## src/rtl/kes_pkg.sv

```systemverilog
// ----------------------------------------------------------------------------
// kes_pkg
// Shared constants, widths and types for the exhaustive-search knapsack block.
// ----------------------------------------------------------------------------
package kes_pkg;

  // sizing
  localparam int MAX_ITEMS   = 16;
  localparam int WEIGHT_BITS = 16;
  localparam int VALUE_BITS  = 16;

  // fixed field widths
  localparam int IN_W     = 16;
  localparam int CAP_W    = 20;
  localparam int PROFIT_W = 20;
  localparam int SEL_W    = 16;
  localparam int DATA_W   = 32;
  localparam int ADDR_W   = 3;

  // derived widths
  localparam int CNT_W    = $clog2(MAX_ITEMS + 1);
  localparam int IDX_W    = (MAX_ITEMS > 1) ? $clog2(MAX_ITEMS) : 1;
  localparam int SUBSET_W = MAX_ITEMS + 1;
  localparam int WSUM_W   = WEIGHT_BITS + CNT_W;
  localparam int VSUM_W   = VALUE_BITS + CNT_W;
  localparam int WCMP_W   = (WSUM_W > CAP_W) ? WSUM_W : CAP_W;
  localparam int PCMP_W   = (VSUM_W > PROFIT_W) ? VSUM_W : PROFIT_W;

  localparam logic [PROFIT_W-1:0] PROFIT_MAX = {PROFIT_W{1'b1}};

  // register index (word address bit)
  localparam logic REG_CAPACITY = 1'b0;

  typedef enum logic [2:0] {
    ST_IDLE,
    ST_SETUP,
    ST_ACC,
    ST_EVAL,
    ST_DONE
  } kes_state_e;

endpackage

```

## src/rtl/kes_apb_regs.sv

```systemverilog
// ----------------------------------------------------------------------------
// kes_apb_regs
// APB register file: holds the capacity register.
// ----------------------------------------------------------------------------
module kes_apb_regs import kes_pkg::*; (
  input  logic              clk_i,
  input  logic              rst_ni,
  input  logic              psel,
  input  logic              penable,
  input  logic              pwrite,
  input  logic [ADDR_W-1:0] paddr,
  input  logic [DATA_W-1:0] pwdata,
  output logic [DATA_W-1:0] prdata,
  output logic              pready,
  output logic [CAP_W-1:0]  capacity_o
);

  logic [CAP_W-1:0] capacity_q;
  logic             wr_beat;

  assign pready  = 1'b1;
  assign wr_beat = psel && penable && pwrite && pready;

  // word decode only; byte offset bits are ignored
  always_ff @(posedge clk_i or negedge rst_ni) begin
    if (!rst_ni) begin
      capacity_q <= '0;
    end else if (wr_beat && (paddr[2] == REG_CAPACITY)) begin
      capacity_q <= pwdata[CAP_W-1:0];
    end
  end

  always_comb begin
    if (paddr[2] == REG_CAPACITY) begin
      prdata = DATA_W'(capacity_q);
    end else begin
      prdata = '0;
    end
  end

  assign capacity_o = capacity_q;

endmodule

```

## src/rtl/knapsack_exhaustive_search_top.sv

```systemverilog
// ----------------------------------------------------------------------------
// knapsack_exhaustive_search_top
// 0/1 knapsack by brute force: loads items, then walks every subset with one
// shared accumulator and keeps the first best subset within capacity.
// ----------------------------------------------------------------------------
//  channel   | handshake              | payload
//  ----------+------------------------+-----------------------------------
//  items in  | start_i / busy_o       | item_weight_i, item_value_i, last_item_i
//  result    | done_o (1-cycle strobe)| best_profit_o, best_selection_o, overflow_o
//  config    | APB psel/penable/pwrite| paddr, pwdata, prdata, pready
//
//  Items load at one a cycle while busy_o is low.
//  After the last item busy_o rises; each subset then takes one setup step,
//  one accumulate step per stored item and one compare step, and done_o
//  follows the last compare, after which busy_o falls.
//  The single adder/compare pair keeps the walk serial.
//  Reset clears the batch, the best-so-far state and capacity; the result
//  strobe cannot be stalled.
// ----------------------------------------------------------------------------
module knapsack_exhaustive_search_top import kes_pkg::*; (
  input  logic                clk_i,
  input  logic                rst_ni,
  input  logic                start_i,
  output logic                busy_o,
  input  logic [IN_W-1:0]     item_weight_i,
  input  logic [IN_W-1:0]     item_value_i,
  input  logic                last_item_i,
  output logic                done_o,
  output logic [PROFIT_W-1:0] best_profit_o,
  output logic [SEL_W-1:0]    best_selection_o,
  output logic                overflow_o,
  input  logic                psel,
  input  logic                penable,
  input  logic                pwrite,
  input  logic [ADDR_W-1:0]   paddr,
  input  logic [DATA_W-1:0]   pwdata,
  output logic [DATA_W-1:0]   prdata,
  output logic                pready
);

  logic [CAP_W-1:0] capacity;

  kes_apb_regs u_regs (
    .clk_i      (clk_i),
    .rst_ni     (rst_ni),
    .psel       (psel),
    .penable    (penable),
    .pwrite     (pwrite),
    .paddr      (paddr),
    .pwdata     (pwdata),
    .prdata     (prdata),
    .pready     (pready),
    .capacity_o (capacity)
  );

  kes_state_e state_q, state_d;

  logic [WEIGHT_BITS-1:0] weight_mem_q [MAX_ITEMS];
  logic [VALUE_BITS-1:0]  value_mem_q  [MAX_ITEMS];

  logic [CNT_W-1:0]     count_q;
  logic                 ovf_q;
  logic [SUBSET_W-1:0]  subset_q;
  logic [SUBSET_W-1:0]  subset_nxt;
  logic [MAX_ITEMS-1:0] shreg_q;
  logic [IDX_W-1:0]     idx_q;
  logic [WSUM_W-1:0]    wsum_q;
  logic [VSUM_W-1:0]    vsum_q;
  logic [MAX_ITEMS-1:0] sel_q;
  logic [VSUM_W-1:0]    best_q;
  logic [MAX_ITEMS-1:0] best_mask_q;

  logic accept;
  logic store_ok;
  logic last_subset;
  logic fits;
  logic better;
  logic [WCMP_W-1:0] wsum_cmp;
  logic [WCMP_W-1:0] cap_cmp;
  logic [PCMP_W-1:0] best_ext;

  assign accept      = start_i && !busy_o;
  assign store_ok    = (count_q < CNT_W'(MAX_ITEMS));
  assign subset_nxt  = subset_q + SUBSET_W'(1);
  assign last_subset = subset_nxt[count_q];
  assign wsum_cmp    = WCMP_W'(wsum_q);
  assign cap_cmp     = WCMP_W'(capacity);
  assign fits        = (wsum_cmp <= cap_cmp);
  assign better      = (vsum_q > best_q);

  always_ff @(posedge clk_i or negedge rst_ni) begin
    if (!rst_ni) begin
      state_q <= ST_IDLE;
    end else begin
      state_q <= state_d;
    end
  end

  always_comb begin
    state_d = state_q;
    case (state_q)
      ST_IDLE: begin
        if (accept && last_item_i) state_d = ST_SETUP;
      end
      ST_SETUP: begin
        state_d = (count_q == '0) ? ST_EVAL : ST_ACC;
      end
      ST_ACC: begin
        if (idx_q == '0) state_d = ST_EVAL;
      end
      ST_EVAL: begin
        state_d = last_subset ? ST_DONE : ST_SETUP;
      end
      ST_DONE: begin
        state_d = ST_IDLE;
      end
      default: state_d = ST_IDLE;
    endcase
  end

  // item store (no reset, read only below count_q)
  always_ff @(posedge clk_i) begin
    if (accept && store_ok) begin
      weight_mem_q[count_q[IDX_W-1:0]] <= WEIGHT_BITS'(item_weight_i);
      value_mem_q[count_q[IDX_W-1:0]]  <= VALUE_BITS'(item_value_i);
    end
  end

  // batch and best-so-far state
  always_ff @(posedge clk_i or negedge rst_ni) begin
    if (!rst_ni) begin
      count_q     <= '0;
      ovf_q       <= 1'b0;
      subset_q    <= '0;
      best_q      <= '0;
      best_mask_q <= '0;
    end else begin
      case (state_q)
        ST_IDLE: begin
          if (accept) begin
            if (store_ok) begin
              count_q <= count_q + CNT_W'(1);
            end else begin
              ovf_q <= 1'b1;
            end
            subset_q    <= '0;
            best_q      <= '0;
            best_mask_q <= '0;
          end
        end
        ST_EVAL: begin
          if (fits && better) begin
            best_q      <= vsum_q;
            best_mask_q <= sel_q;
          end
          if (!last_subset) subset_q <= subset_nxt;
        end
        ST_DONE: begin
          count_q     <= '0;
          ovf_q       <= 1'b0;
          subset_q    <= '0;
          best_q      <= '0;
          best_mask_q <= '0;
        end
        default: ;
      endcase
    end
  end

  // shared accumulator: counter bit 0 is the last item, so walk items downwards
  always_ff @(posedge clk_i) begin
    case (state_q)
      ST_SETUP: begin
        shreg_q <= subset_q[MAX_ITEMS-1:0];
        idx_q   <= IDX_W'(count_q - CNT_W'(1));
        wsum_q  <= '0;
        vsum_q  <= '0;
        sel_q   <= '0;
      end
      ST_ACC: begin
        if (shreg_q[0]) begin
          wsum_q <= wsum_q + WSUM_W'(weight_mem_q[idx_q]);
          vsum_q <= vsum_q + VSUM_W'(value_mem_q[idx_q]);
          sel_q  <= sel_q | (MAX_ITEMS'(1) << idx_q);
        end
        shreg_q <= shreg_q >> 1;
        idx_q   <= idx_q - IDX_W'(1);
      end
      default: ;
    endcase
  end

  assign best_ext = PCMP_W'(best_q);

  assign busy_o           = (state_q != ST_IDLE);
  assign done_o           = (state_q == ST_DONE);
  assign best_profit_o    = (best_ext > PCMP_W'(PROFIT_MAX)) ? PROFIT_MAX
                                                             : PROFIT_W'(best_q);
  assign best_selection_o = SEL_W'(best_mask_q);
  assign overflow_o       = ovf_q;

endmodule

```

## config.mk

```make
export PLATFORM = sky130hd
export DESIGN_NAME = knapsack_exhaustive_search_top
export DESIGN_NICKNAME = d
export VERILOG_FILES = /design/src/rtl/kes_pkg.sv /design/src/rtl/kes_apb_regs.sv /design/src/rtl/knapsack_exhaustive_search_top.sv
export SDC_FILE = /design/constraint.sdc
export NUM_CORES = 1
export LEC_CHECK = 0
export ABC_CLOCK_PERIOD_IN_PS = 11400
export BUFFER_PORTS_ARGS = -buffer_cell sky130_fd_sc_hd__clkbuf_2
export CAP_MARGIN = 0
export CORE_UTILIZATION = 46
export CTS_CLUSTER_SIZE = 28
export DETAILED_ROUTE_END_ITERATION = 8
export PLACE_DENSITY = 0.73
export SLEW_MARGIN = 20
export SYNTH_ARGS = -nofsm -noshare
export SYNTH_HDL_FRONTEND = slang
export SYNTH_SLANG_ARGS = --single-unit
```

## constraint.sdc

```tcl
create_clock -name clk_i -period 11.4 [get_ports clk_i]
set_input_delay 2.28 -clock clk_i [delete_from_list [all_inputs] [get_ports clk_i]]
set_output_delay 2.28 -clock clk_i [all_outputs]
set_load 0.02 [all_outputs]
```

==> results of run 1 <==
## path summary, 6_finish.rpt
path	to	slack (ns)	cells past startpoint
worst max register to register	vsum_q[18]$_SDFFCE_PP0P_	5.99	11
worst max-delay path	vsum_q[18]$_SDFFCE_PP0P_	5.99	11
max in group asynchronous	best_ext[7]$_DFFE_PN0P_	8.66	2
min in group asynchronous	u_regs.capacity_o[3]$_DFFE_PN0P_	1.56	1
worst min-delay path	u_regs.capacity_o[5]$_DFFE_PN0P_	0.50	1
worst min register to register	u_regs.capacity_o[5]$_DFFE_PN0P_	0.50	1
## sequential cells by signal (all words and copies together), names as in the netlist, named ones only
signal,flops
best_ext,21
sel_q,16
vsum_q,21
weight_mem_q,256
overflow_o,1
wsum_cmp,21
idx_q,4
shreg_q,16
state_q,3
count_q,5
value_mem_q,256
best_selection_o,16
u_regs.capacity_o,20
subset_q,17
## metrics by stage
stage / hold slack [ns] / setup WS [ns] / utilization, %
floorplan: 0.479 / 6.33 / -
global placement: 0.489 / 5.92 / 49.1
detailed placement: 0.495 / 5.87 / 49.1
CTS: 0.507 / 5.86 / 52.3
global route: 0.518 / 5.52 / 52.3
finish: 0.504 / 5.99 / 52.3
## kinds of logic (layout without fill, tap and decap cells)
logic type                 count (synthesis)  after routing  synth area share (%)
DFF                                      677            677                  67.6
muxes                                    225            225                  14.6
AOI/OAI and AO/OA                        203            203                  4.57
xor gates and xnor gates                  34             34                  1.01
and+or+nand+nor                          418            418                  6.58
adders and majority gates                 81             81                  3.50
buffers and inverters                    153            318                  2.20
other                                      2             14                0.0255
## cell usage in the layout (no fill, tap or decap), types with 12 or more instances in the layout
| cell | n |
|---|---|
| clkbuf_16 | 68 |
| inv_1 | 56 |
| clkbuf_2 | 117 |
| xor2_1 | 18 |
| nand3_1 | 21 |
| mux2_2 | 24 |
| a31oi_1 | 18 |
| conb_1 | 13 |
| buf_4 | 31 |
| and2_2 | 12 |
| nand2b_1 | 12 |
| nor2_1 | 106 |
| o21ai_0 | 37 |
| nor3_1 | 14 |
| dfrtp_1 | 83 |
| a21o_1 | 27 |
| nand2_1 | 168 |
| xnor2_1 | 16 |
| a21oi_1 | 48 |
| mux2i_1 | 41 |
| clkbuf_1 | 15 |
| ha_1 | 79 |
| edfxtp_1 | 590 |
| mux4_2 | 160 |
| nand4_1 | 13 |
## routing by layer
layer  track usage [%]  vias to the layer above  routed length, um
li1                  -                     7220                  -
met1              27.4                     8325              26500
met2              33.8                      572              32200
met3              3.28                      105               4040
met4              6.35                        4               1470
met5                 0                        -                 21
## final cells by class
| cell class | instances | area (um^2) |
|---|---|---|
| Fill cell | 5023 | 30100 |
| Sequential cell | 677 | 19900 |
| Multi-Input combinational cell | 974 | 8990 |
| Clock buffer | 83 | 1760 |
| Tap cell | 846 | 1060 |
| Timing Repair Buffer | 151 | 868 |
| Clock inverter | 28 | 245 |
| Inverter | 56 | 210 |
| Antenna cell | 1 | 2.50 |
## power groups by stage
stage / clock (uW) / combinational [uW] / sequential, uW
global route: 2190 / 3540 / 3290
global placement: 0 / 3100 / 3290
floorplan: 0 / 2490 / 3200
finish: 2070 / 3210 / 3250
detailed placement: 0 / 3200 / 3310
CTS: 2110 / 3230 / 3260
==> impl_metrics.json, run 1 <==
{
  "cts_tree": "done",
  "cts_setup_buffers": 0,
  "grt_pass1_wl_um": 97800,
  "yosysUniqueCellTypes": 71,
  "rows": 92,
  "seq_power_share_pct": 38.1,
  "cts-root-buf": "clkbuf_16",
  "wire_per_inst_um": 22.8,
  "synth_area_leaders": "edfxtp_1, mux4_2, dfrtp_1, ha_1, nand2_1",
  "avgSynthCellArea_um2": 16.4,
  "rsz0062_at_grt": "false",
  "max_freq_mhz": 185,
  "dp_hpwl_um": 36400,
  "p_leak_uw": 0.0120,
  "fin_skew_ns": 0.0220,
  "ctsHoldBuffers": 0,
  "die_w_um": 255,
  "maxCapViolations": 0,
  "min_path_type": "flop to flop",
  "period_share_pct": 47.4,
  "clkTransAtPathRegs_ns": 0.06,
  "syn_inst": 1793,
  "ys_top_cells_by_count": "edfxtp_1, nand2_1, mux4_2",
  "clock_sinks": 677,
  "drc_errors": 0,
  "layout.cells.non_filler": 2816,
  "synth_top_area_cell": "edfxtp_1",
  "slew_viol_final": 0,
  "firstDrtPassIters": 5,
  "slowest_delay_ns": 0.84,
  "cts_buffers": 66,
  "slew_headroom_pct": 31.9,
  "h-tree-depth": 3,
  "post_cts_resized": 0,
  "status": "completed",
  "die_y_um": 255,
  "ys_ff_latch": 677,
  "overflow": 0,
  "wl_um": 64300,
  "worstSetupEndpointType": "flop",
  "tightest_slew_ns": 1.02,
  "via_count": 16200,
  "initial_core_util_pct": 46.6,
  "crit_chain": "buf_4, mux4_2, mux4_2, fa_1, a21oi_1, o21bai_1, a2111oi_0, nor3_1, nor3_1, o31ai_1, a41o_1",
  "ios": 146,
  "nets": 2081,
  "ys.warnings.count": 0,
  "grt_max_degree": 78,
  "internal-power_uw": 5630,
  "hold_path_startpoint": "u_regs.capacity_o[5]$_DFFE_PN0P_",
  "area_delta_synth_final_pct": 12.2,
  "finalHoldViolations": 0,
  "routabilityCongestion": 0.840,
  "period_needed_ns": 5.41,
  "setup_viol": 0,
  "cp_slowest_cell": "buf_4",
  "placed_cells": 2701,
  "power_uw": 8540,
  "drt_iter0_markers": 1578,
  "p_per_area_nw_per_um2": 259,
  "core_area_um2": 63100,
  "design_area_um2": 33000,
  "pwr-share-clk_pct": 24.3,
  "comb_power_share_pct": 37.6,
  "io_buffers": 118,
  "p_sw_uw": 2910,
  "cp-start-kind": "flop",
  "netlist_area_um2": 29400,
  "placed_area_um2": 31000,
  "clk_latency_ns": 0.59,
  "drtAntennaViolNets": 0,
  "vdd_drop_max_uv": 149,
  "yosysSeqAreaShare_pct": 67.6,
  "vias_per_cell": 5.76,
  "cp.arrival_ns": 5.75,
  "grt_usage_pct": 20.3,
  "grt_pass1_vias": 16400,
  "finalSetupTns_ns": 0,
  "cts_buffer_depth": 3,
  "p_sw_share_pct": 34.1,
  "yosysMostFrequentCell": "edfxtp_1",
  "synthArstFlopShare_pct": 12.3,
  "crit_required_ns": 11.74,
  "drive_gt1_share_pct": 23.3,
  "synth_edf_count": 590,
  "antenna_found_initial": 4,
  "crit_type": "flop to flop",
  "cp_top_family": "compound AO/OA/AOI/OAI gates",
  "worstPathMaxFanout": 46,
  "synth_top_cell_area_share_pct": 60.2,
  "die-area_um2": 65000,
  "synth_ff_type": "edfxtp_1",
  "crit_buf_inv": 1
}
Note: power is estimated with default switching activity, not from simulation.
==> run 2, diff against run 1 <==
Settings changed: ABC_CLOCK_PERIOD_IN_PS 11400 to 4650, PLACE_DENSITY 0.73 to 0.75.
Clock period 11.4 ns to 4.65 ns, I/O delays scaled along.
==> run 2 against run 1 <==
Against the previous run:
- non-clock buffer count increased by 27
- sequential cell count did not move
- register-to-register slack lost 5.7 ns
- cell area up 1.5%
- cell count is 1.4% higher
- worst setup slack lost 5.7 ns
- clock skew increased by 0.0090 ns
- wire length grew 4.1%
- total power rose to 2.5 times the previous value
- global-route usage rose by 1.0 points
- critical path type unchanged
- critical endpoint is now vsum_q[20]$_SDFFCE_PP0P_
- largest power group is now combinational logic
- highest routed layer unchanged
==> impl_metrics.json, run 2 (synthesis gave the netlist of run 1 again) <==
{
  "fin_util_pct": 53.1,
  "initial_core_util_pct": 46.6,
  "nets": 2111,
  "drtAntennaViolNets": 0,
  "overflow": 0,
  "dp_hpwl_um": 40900,
  "internal-power_uw": 14300,
  "vdd_drop_max_uv": 378,
  "antenna_found_initial": 3,
  "grt_pass1_wl_um": 103000,
  "clk_latency_ns": 0.62,
  "cts_tree": "done",
  "status": "completed",
  "crit_required_ns": 4.99,
  "die-area_um2": 65000,
  "cp-start-kind": "flop",
  "maxCapViolations": 0,
  "die_y_um": 255,
  "finalSetupTns_ns": 0,
  "drt_iter0_markers": 1695,
  "clkTransAtPathRegs_ns": 0.06,
  "area_delta_synth_final_pct": 13.9,
  "slew_viol_final": 0,
  "layout.cells.non_filler": 2856,
  "seq_power_share_pct": 37.1,
  "comb_power_share_pct": 37.5,
  "h-tree-depth": 3,
  "min_path_type": "primary input to asynchronous set/reset pin",
  "worstSetupEndpointType": "flop",
  "die_w_um": 255,
  "period_needed_ns": 4.38,
  "grt_usage_pct": 21.3,
  "firstDrtPassIters": 5,
  "wl_um": 67000,
  "crit_type": "flop to flop",
  "pwr-share-clk_pct": 25.4,
  "p_sw_share_pct": 34.1,
  "final_common_cell": "edfxtp_1",
  "p_sw_uw": 7410,
  "routabilityCongestion": 0.848,
  "clock_sinks": 677,
  "p_per_area_nw_per_um2": 649,
  "finalHoldViolations": 0,
  "worstPathMaxFanout": 15,
  "grt_pass1_vias": 17000,
  "cts_buffers": 69,
  "power_uw": 21700,
  "io_buffers": 118,
  "ios": 146,
  "ctsHoldBuffers": 0,
  "final_cell_mix": "edfxtp_1, nand2_1, mux4_2",
  "drc_errors": 0,
  "multi_input_comb_area_um2": 9000,
  "slew_headroom_pct": 48.6,
  "fillCellCount": 4934,
  "cp.arrival_ns": 4.73,
  "tightest_slew_ns": 0.771,
  "placed_cells": 2730,
  "grt_max_degree": 58,
  "via_count": 16700,
  "drive_gt1_share_pct": 24.7,
  "rsz0062_at_grt": "false",
  "cts-root-buf": "clkbuf_16",
  "p_leak_uw": 0.0122,
  "wire_per_inst_um": 23.4,
  "core_area_um2": 63100,
  "vias_per_cell": 5.83,
  "whs_ns": 0.393,
  "setup_viol": 0,
  "cts_buffer_depth": 3,
  "regArea_um2": 19900,
  "fin_skew_ns": 0.0310,
  "period_share_pct": 94.2,
  "rows": 92,
  "max_freq_mhz": 228
}
run 2: stage by stage:
| stage | setup slack, ns | instance area (um^2) |
|---|---|---|
| floorplan | 0.0621 | 29500 |
| global placement | 0.174 | 31200 |
| detailed placement | 0.0212 | 31200 |
| CTS | 0.0699 | 33500 |
| global route | 0.0177 | 33500 |
| finish | 0.268 | 33500 |
run 2: power by group through the flow:
| stage | combinational [uW] | sequential, uW | clock (uW) |
|---|---|---|---|
| 2_1_floorplan | 6110 | 7840 | 0 |
| 3_3_place_gp | 7740 | 8150 | 0 |
| 3_5_place_dp | 8050 | 8170 | 0 |
| 4_1_cts | 8140 | 8050 | 5600 |
| 5_1_grt | 9000 | 8140 | 5850 |
| 6_report | 8150 | 8060 | 5520 |
run 2: worst paths after layout:
check	slack [ns]	depth (start not counted)	to	from
max in group asynchronous	3.32	2	best_ext[10]$_DFFE_PN0P_	rst_ni
min in group clk_i	0.50	1	u_regs.capacity_o[9]$_DFFE_PN0P_	u_regs.capacity_o[9]$_DFFE_PN0P_
worst min register to register	0.50	1	u_regs.capacity_o[9]$_DFFE_PN0P_	u_regs.capacity_o[9]$_DFFE_PN0P_
worst min-delay path	0.39	1	u_regs.capacity_o[5]$_DFFE_PN0P_	rst_ni
worst max register to register	0.27	11	vsum_q[20]$_SDFFCE_PP0P_	flop
worst max-delay path	0.27	11	vsum_q[20]$_SDFFCE_PP0P_	flop
run 2: what timing repair did:
action                                  CTS  global route
resized for setup                         1             3
buffers inserted                          0             0
endpoints found under the hold margin     0             0
endpoints found under the setup margin    3             6
run 2: metal layers:
layer	vias to the layer above	wire, um	global-route usage, %
li1	7296	-	-
met1	8564	26400	27.6
met2	662	33700	35.8
met3	124	4890	4.20
met4	6	1890	7.34
met5	-	39	0
run 2: worst max-delay path, stage by stage (launching register included):
cell and delay (ns):
dfxtp_4 0.57, buf_12 0.22, mux4_2 0.54, mux4_2 0.54
fa_1 0.44, a21oi_1 0.18, o21bai_1 0.13, a2111oi_2 0.46
nor3_1 0.15, nor3_1 0.41, o31ai_2 0.20, a41o_1 0.27
run 2: layout make-up:
type                    instances  share of cell area [%]
diodes                          2                  0.0149
inverters                      56                   0.627
clock inverters                38                    1.29
repair buffers                178                    3.31
multi-input cells             974                    26.9
flip-flops and latches        677                    59.3
clock buffers                  85                    5.40
well taps                     846                    3.16
